<file path="src/rtl/assert_macros.svh">
// Assertion helpers shared by the RTL.
`ifndef ASSERT_MACROS_SVH
`define ASSERT_MACROS_SVH

`ifndef SYNTHESIS
// Checked at every clock edge outside reset.
`define ASSERT_CHK(lbl, clk, rst, prop, msg) \
  lbl: assert property (@(posedge clk) disable iff (rst) (prop)) else $error(msg);
// Checked at every clock edge, reset included.
`define ASSERT_ALWAYS(lbl, clk, prop, msg) \
  lbl: assert property (@(posedge clk) (prop)) else $error(msg);
`else
`define ASSERT_CHK(lbl, clk, rst, prop, msg)
`define ASSERT_ALWAYS(lbl, clk, prop, msg)
`endif

`endif

</file>
<file path="src/rtl/sla_pkg.sv">
package sla_pkg;

  localparam int LINE_DEPTH = 64;
  localparam int ADDR_W     = (LINE_DEPTH > 2) ? $clog2(LINE_DEPTH) : 1;
  // Highest fill count; one entry of the store is never used.
  localparam logic [ADDR_W-1:0] CNT_MAX = ADDR_W'(LINE_DEPTH - 1);

  localparam logic [7:0] CHR_CR         = 8'h0D;
  localparam logic [7:0] CHR_LF         = 8'h0A;
  localparam logic [7:0] CHR_SPACE      = 8'h20;
  localparam logic [7:0] CHR_TILDE      = 8'h7E;
  localparam logic [7:0] CHR_HIGH_PRINT = 8'hA0;
  localparam logic [7:0] CHR_TOP        = 8'hFF;
  localparam logic [7:0] CTRL_MASK      = 8'h1F;
  localparam logic [7:0] CHR_CTRL_C     = 8'h63 & CTRL_MASK;

  typedef enum logic [1:0] {
    KIND_CHAR = 2'd0,
    KIND_EOF  = 2'd1,
    KIND_ERR  = 2'd2
  } kind_t;

  // What an incoming request means.
  typedef enum logic [2:0] {
    CLS_NONE,
    CLS_STORE,
    CLS_LF,
    CLS_EOF,
    CLS_ERR
  } cls_t;

  // Output register load select.
  typedef enum logic [1:0] {
    LD_NONE,
    LD_CHAR,
    LD_LF,
    LD_STAT
  } load_t;

  typedef enum logic [2:0] {
    ST_IDLE,
    ST_RD,
    ST_WR,
    ST_LF,
    ST_STAT
  } state_t;

  typedef struct packed {
    logic  store;
    logic  stat_latch;
    logic  cnt_clr;
    logic  ptr_clr;
    logic  ptr_inc;
    load_t ld;
  } cmd_t;

  typedef struct packed {
    cls_t cls;
    logic cnt_zero;
    logic ptr_last;
    logic out_free;
  } sts_t;

endpackage

</file>
<file path="src/rtl/sla_ctrl.sv">
module sla_ctrl (
  input  logic          clk,
  input  logic          rst,
  input  logic          s_tvalid,
  output logic          s_tready,
  input  sla_pkg::sts_t sts,
  output sla_pkg::cmd_t cmd
);

  sla_pkg::state_t state;
  sla_pkg::state_t state_next;

  always_ff @(posedge clk) begin
    if (rst) begin
      state <= sla_pkg::ST_IDLE;
    end else begin
      state <= state_next;
    end
  end

  always_comb begin
    state_next = state;
    case (state)
      sla_pkg::ST_IDLE: begin
        if (s_tvalid) begin
          case (sts.cls)
            sla_pkg::CLS_LF: begin
              state_next = sts.cnt_zero ? sla_pkg::ST_LF : sla_pkg::ST_RD;
            end
            sla_pkg::CLS_EOF, sla_pkg::CLS_ERR: begin
              state_next = sla_pkg::ST_STAT;
            end
            default: begin
              state_next = sla_pkg::ST_IDLE;
            end
          endcase
        end
      end
      sla_pkg::ST_RD: begin
        state_next = sla_pkg::ST_WR;
      end
      sla_pkg::ST_WR: begin
        if (sts.out_free) begin
          state_next = sts.ptr_last ? sla_pkg::ST_LF : sla_pkg::ST_RD;
        end
      end
      sla_pkg::ST_LF, sla_pkg::ST_STAT: begin
        if (sts.out_free) begin
          state_next = sla_pkg::ST_IDLE;
        end
      end
      default: begin
        state_next = sla_pkg::ST_IDLE;
      end
    endcase
  end

  always_comb begin
    s_tready = 1'b0;
    cmd      = '{store: 1'b0, stat_latch: 1'b0, cnt_clr: 1'b0, ptr_clr: 1'b0,
                 ptr_inc: 1'b0, ld: sla_pkg::LD_NONE};
    case (state)
      sla_pkg::ST_IDLE: begin
        s_tready = 1'b1;
        if (s_tvalid) begin
          cmd.store      = (sts.cls == sla_pkg::CLS_STORE);
          cmd.stat_latch = (sts.cls == sla_pkg::CLS_EOF) || (sts.cls == sla_pkg::CLS_ERR);
          cmd.cnt_clr    = cmd.stat_latch;
          cmd.ptr_clr    = (sts.cls == sla_pkg::CLS_LF);
        end
      end
      sla_pkg::ST_WR: begin
        if (sts.out_free) begin
          cmd.ld      = sla_pkg::LD_CHAR;
          cmd.ptr_inc = 1'b1;
        end
      end
      sla_pkg::ST_LF: begin
        if (sts.out_free) begin
          cmd.ld      = sla_pkg::LD_LF;
          cmd.cnt_clr = 1'b1;
        end
      end
      sla_pkg::ST_STAT: begin
        if (sts.out_free) begin
          cmd.ld = sla_pkg::LD_STAT;
        end
      end
      default: begin
        s_tready = 1'b0;
      end
    endcase
  end

endmodule

</file>
<file path="src/rtl/sla_dpath.sv">
`include "assert_macros.svh"

module sla_dpath (
  input  logic          clk,
  input  logic          rst,
  input  logic [7:0]    s_tdata,   // [7:0] rx_byte
  input  logic [1:0]    s_tuser,   // [0] frame_error, [1] overrun
  input  sla_pkg::cmd_t cmd,
  output sla_pkg::sts_t sts,
  output logic          m_tvalid,
  input  logic          m_tready,
  output logic [7:0]    m_tdata,   // [7:0] char_out
  output logic [1:0]    m_tuser,   // [1:0] kind
  output logic          m_tlast
);

  logic [7:0]                line_store [sla_pkg::LINE_DEPTH];
  logic [7:0]                mem_q;
  logic [sla_pkg::ADDR_W-1:0] cnt;
  logic [sla_pkg::ADDR_W-1:0] rd_ptr;
  sla_pkg::kind_t            stat_kind;
  sla_pkg::kind_t            out_kind;
  sla_pkg::cls_t             cls;
  logic [7:0]                c;
  logic                      out_free;
  logic                      do_store;

  // request decode: flags first, CR folds into LF
  always_comb begin
    c = (s_tdata == sla_pkg::CHR_CR) ? sla_pkg::CHR_LF : s_tdata;
    if (s_tuser[0]) begin
      cls = sla_pkg::CLS_EOF;
    end else if (s_tuser[1]) begin
      cls = sla_pkg::CLS_ERR;
    end else if (c == sla_pkg::CHR_LF) begin
      cls = sla_pkg::CLS_LF;
    end else if (c inside {[sla_pkg::CHR_SPACE:sla_pkg::CHR_TILDE],
                           [sla_pkg::CHR_HIGH_PRINT:sla_pkg::CHR_TOP]}) begin
      cls = sla_pkg::CLS_STORE;
    end else if (c == sla_pkg::CHR_CTRL_C) begin
      cls = sla_pkg::CLS_ERR;
    end else begin
      cls = sla_pkg::CLS_NONE;
    end
  end

  assign sts.cls      = cls;
  assign out_free     = !m_tvalid || m_tready;
  assign sts.out_free = out_free;
  assign sts.cnt_zero = (cnt == '0);
  assign sts.ptr_last = (rd_ptr == cnt - sla_pkg::ADDR_W'(1));
  assign do_store     = cmd.store && (cnt != sla_pkg::CNT_MAX);

  // line store: one write port at the fill count, one registered read port
  always_ff @(posedge clk) begin
    if (do_store) begin
      line_store[cnt] <= s_tdata;
    end
    mem_q <= line_store[rd_ptr];
  end

  always_ff @(posedge clk) begin
    if (rst) begin
      cnt <= '0;
    end else if (cmd.cnt_clr) begin
      cnt <= '0;
    end else if (do_store) begin
      cnt <= cnt + sla_pkg::ADDR_W'(1);
    end
  end

  always_ff @(posedge clk) begin
    if (cmd.ptr_clr) begin
      rd_ptr <= '0;
    end else if (cmd.ptr_inc) begin
      rd_ptr <= rd_ptr + sla_pkg::ADDR_W'(1);
    end
  end

  always_ff @(posedge clk) begin
    if (cmd.stat_latch) begin
      stat_kind <= s_tuser[0] ? sla_pkg::KIND_EOF : sla_pkg::KIND_ERR;
    end
  end

  // output register
  always_ff @(posedge clk) begin
    if (rst) begin
      m_tvalid <= 1'b0;
    end else if (cmd.ld != sla_pkg::LD_NONE) begin
      m_tvalid <= 1'b1;
    end else if (m_tready) begin
      m_tvalid <= 1'b0;
    end
  end

  always_ff @(posedge clk) begin
    case (cmd.ld)
      sla_pkg::LD_CHAR: begin
        out_kind <= sla_pkg::KIND_CHAR;
        m_tdata  <= mem_q;
        m_tlast  <= 1'b0;
      end
      sla_pkg::LD_LF: begin
        out_kind <= sla_pkg::KIND_CHAR;
        m_tdata  <= sla_pkg::CHR_LF;
        m_tlast  <= 1'b1;
      end
      sla_pkg::LD_STAT: begin
        out_kind <= stat_kind;
        m_tdata  <= '0;
        m_tlast  <= 1'b1;
      end
      default: begin
        out_kind <= out_kind;
      end
    endcase
  end

  assign m_tuser = out_kind;

  `ASSERT_CHK(a_cnt_bound, clk, rst, cnt <= sla_pkg::CNT_MAX, "fill count past limit")
  `ASSERT_CHK(a_load_free, clk, rst, (cmd.ld != sla_pkg::LD_NONE) |-> out_free, "load while output busy")
  `ASSERT_CHK(a_read_in_line, clk, rst, (cmd.ld == sla_pkg::LD_CHAR) |-> (rd_ptr < cnt), "readout past fill count")
  `ASSERT_CHK(a_status_last, clk, rst, (m_tvalid && (out_kind != sla_pkg::KIND_CHAR)) |-> (m_tlast && (m_tdata == '0)), "status result malformed")

endmodule

</file>
<file path="src/rtl/serial_line_assembler.sv">
// Channel   Dir  tdata            tuser                        tlast
// s_*       in   [7:0] rx_byte    [0] frame_error, [1] overrun -
// m_*       out  [7:0] char_out   [1:0] kind                   last
//
// A stored or ignored byte is done once it is accepted; a status is accepted and
// then loaded; a line end is accepted, then each stored character is read from
// the store and loaded into the output register, and the LF is loaded last.
// Loads stall on an untaken result; requests are taken only when idle.
// rst is synchronous, active high; it clears the fill count, the controller
// and the output valid. The line store itself is not cleared.
module serial_line_assembler (
  input  logic       clk,
  input  logic       rst,
  input  logic       s_tvalid,
  output logic       s_tready,
  input  logic [7:0] s_tdata,   // [7:0] rx_byte
  input  logic [1:0] s_tuser,   // [0] frame_error, [1] overrun
  output logic       m_tvalid,
  input  logic       m_tready,
  output logic [7:0] m_tdata,   // [7:0] char_out
  output logic [1:0] m_tuser,   // [1:0] kind
  output logic       m_tlast
);

  sla_pkg::cmd_t cmd;
  sla_pkg::sts_t sts;

  // sequencer: decides what each request does and walks the readout
  sla_ctrl u_ctrl (
    .clk      (clk),
    .rst      (rst),
    .s_tvalid (s_tvalid),
    .s_tready (s_tready),
    .sts      (sts),
    .cmd      (cmd)
  );

  // line store, counters and output register
  sla_dpath u_dpath (
    .clk      (clk),
    .rst      (rst),
    .s_tdata  (s_tdata),
    .s_tuser  (s_tuser),
    .cmd      (cmd),
    .sts      (sts),
    .m_tvalid (m_tvalid),
    .m_tready (m_tready),
    .m_tdata  (m_tdata),
    .m_tuser  (m_tuser),
    .m_tlast  (m_tlast)
  );

endmodule

</file>
<file path="config.mk">
export PLATFORM = sky130hd
export DESIGN_NAME = serial_line_assembler
export DESIGN_NICKNAME = d
export VERILOG_FILES = /design/src/rtl/sla_pkg.sv /design/src/rtl/sla_ctrl.sv /design/src/rtl/sla_dpath.sv /design/src/rtl/serial_line_assembler.sv
export VERILOG_INCLUDE_DIRS = /design/src /design/src/rtl
export SDC_FILE = /design/constraint.sdc
export NUM_CORES = 1
export LEC_CHECK = 0
export ABC_AREA = 1
export BUFFER_PORTS_ARGS = -buffer_cell sky130_fd_sc_hd__buf_4
export CORE_MARGIN = 5
export CORE_UTILIZATION = 37
export DETAILED_ROUTE_END_ITERATION = 6
export SYNTH_ARGS = -nofsm -noshare
export SYNTH_HDL_FRONTEND = slang
export SYNTH_HIERARCHICAL = 1
export SYNTH_SLANG_ARGS = --single-unit
</file>
<file path="constraint.sdc">
create_clock -name clk -period 3.9 [get_ports clk]
set_input_delay 0.39 -clock clk [delete_from_list [all_inputs] [get_ports clk]]
set_output_delay 0.39 -clock clk [all_outputs]
set_load 0.03 [all_outputs]
</file>
==> flow_summary.toml <==
[place]
dp_hpwl_um = 38200
placedInstanceArea_mm2 = 0.0246
preCtsSetupSlack_ps = 190
io_buffers = 26
place.gp.congestion = 0.864

[route]
first_pass_iters = 6
drc = 0
antenna_left = 0
route.detailed.wl_per_inst_um = 19.8
drt-vias-per-instance = 5.07
drt-initial-drc-count = 1483
via_count = 15912
wl_um = 62000

[synthesis]
yosys_warnings = 6
yosysMostFrequentCell = "nand2_1"
synth_cells = 2207
synth_top_area_cell = "edfxtp_1"
synth.top_cells.by_area = "edfxtp_1 (67%), nand2_1 (12%), nand3_1 (6.2%)"
ys_seq_elements = 549
async_flop_share_pct = 0
synth_commonest_cells = "nand2_1 (728), edfxtp_1 (525), nand3_1 (290)"
synth_top_area_share_pct = 67.0
syn-num-nets = 2224
ys.flop_type = "edfxtp_1"
synth-edff-count = 525
synthDistinctLibCells = 38
synth_area_mm2 = 0.0235
syn_area_per_cell_um2 = 10.7
yosysSeqAreaShare_pct = 69.0

[timing]
max_clock_freq_mhz = 312
slew_headroom_pct = 21.9
rsz0062_at_grt = "no"
setup_viol = 0
slew_viol_final = 0
finalSetupTns_ps = 0
hold_violations = 0
period_minus_slack_ps = 3200
fin_worst_skew_ps = 11.9
hold_slack_ps = 79.4
worstMarginPinSlew_ps = 1170
period_share_pct = 82.2
fin_ws_ps = 695

[clock_tree]
root_buffer = "clkbuf_16"
hold_buffers = 2
cts_resized = 0
h-tree-depth = 2
cts_max_path_buffers = 3
clkTransAtPathRegs_ps = 60
numCtsBuffers = 55
clk_latency_ps = 610
cts_tree = "yes"
cts_setup_buffers = 0
cts_sinks = 549

[critical_path]
cp-start-kind = "input port"
cp_max_fo = 10
worstPathRequired_ps = 4130
crit_type = "input port to register"
cp-end-kind = "register"
worstPathArrival_ps = 3440

[finish]
nNetsFinal = 2261
syn2layout_area_growth_pct = 12.1
antenna_cells = 0
design_area_mm2 = 0.0264
layout-drive-gt1-share_pct = 8.86
nFillCells = 6044

[run_status]
status = "completed"

[pwr]
p_total_w = 0.0169
p_leak_nw = 10.2
p_per_area_mw_per_mm2 = 641
vdd_drop_max_v = 0.000371

[die]
num_rows = 92
io_pins = 27
start_util_pct = 37.3
die_y_um = 262
dieArea_mm2 = 0.0688
die_x_um = 262
core_area_mm2 = 0.0631

[global_route]
antenna_found_initial = 3
grt.overflow.total = 0
grt_first_pass_wirelength_um = 93600
grt_max_degree = 142
globalRouteTotalUtil_pct = 17.5
grt_pass1_vias = 15538

[min_path]
hp-class = "input port to register"

[flow_run]
max-cap-violations = 0
-- layer usage --
layer / share of wire, % / global-route usage, %
met1: 42 / 24.0
met2: 48 / 29.4
met3: 7.8 / 2.33
met4: 2.6 / 5.26
met5: 0.042 / 0
-- area by class of cell --
cell class              count  area (um2)  area share [%]
flip-flops and latches    549       16300            61.6
well taps                 846        1060            4.01
clock buffers              71        1500            5.68
repair buffers             90         718            2.72
inverters                 210         796            3.02
clock inverters            32         278            1.05
multi-input cells        1338        5780            21.9
-- cell usage in the layout, fill, tap and decap left out, drive strengths merged --
cell type,count
a211oi,1
a21oi,44
a31oi,2
and2,1
buf,88
bufinv,4
clkbuf,71
clkinv,26
clkinvlp,3
dfxtp,24
dlygate4sd3,2
edfxtp,525
ha,3
inv,209
nand2,735
nand3,293
nand4,7
nor2,181
nor3,12
nor3b,4
nor4,1
o211ai,25
o21ai,22
or2,1
xnor2,4
xor2,2
-- flip-flops by register name (all words and copies together), names as in the netlist --
signal and count:
u_dpath/mem_q 8, u_dpath/line_store 512, u_dpath/rd_ptr 6, u_dpath/cnt 6
u_dpath/m_tuser 2, u_dpath/m_tvalid 1, u_ctrl/state 3, u_dpath/m_tdata 8
u_dpath/m_tlast 1, u_dpath/stat_kind 2
-- logic make-up (layout without fill, tap and decap cells) --
logic type,after synthesis,count (layout),synth area share (%)
adders and majority gates,3,3,0.160
and+or+nand+nor,1235,1235,21.9
AOI/OAI and AO/OA,94,94,2.32
DFF,549,549,69.0
xor gates and xnor gates,6,6,0.223
buffers and inverters,320,403,6.41
-- worst max-delay path, cell delays in order --
cell	delay [ps]
buf_4	150
inv_1	110
nand2_1	80
nor3_1	280
nand4_1	210
nand3_1	130
nand3_1	70
nand2_1	80
nand2_1	70
nor3_1	380
inv_1	150
a21oi_2	160
buf_4	200
nand4_1	120
buf_4	240
nor2_1	590
-- where the power goes --
group	total [W]	leakage, nW	internal [W]	switching, W
logic	0.00501	4.42	0.00131	0.00369
registers	0.00676	4.92	0.00660	0.000164
clock network	0.00515	0.867	0.00297	0.00218
-- per-stage QoR --
stage                     util (%)  instances
after floorplan                  -       2207
after global placement        39.0       3031
after detailed placement      39.0       3031
after CTS                     41.8       3136
after global routing          41.8       3136
final                         41.8       3136
-- path summary, 6_finish.rpt --
check        slack [ps]                   endpoint              from  depth (start not counted)
max                 700  u_dpath/line_store[12][1]        s_tdata[6]                         16
min                  80           u_dpath/m_tvalid          m_tready                          4
max reg2reg         930  u_dpath/line_store[12][1]   u_ctrl/state[2]                         11
min reg2reg         500           u_dpath/m_tvalid  u_dpath/m_tvalid                          2
Power figures use the tool's default switching activity.
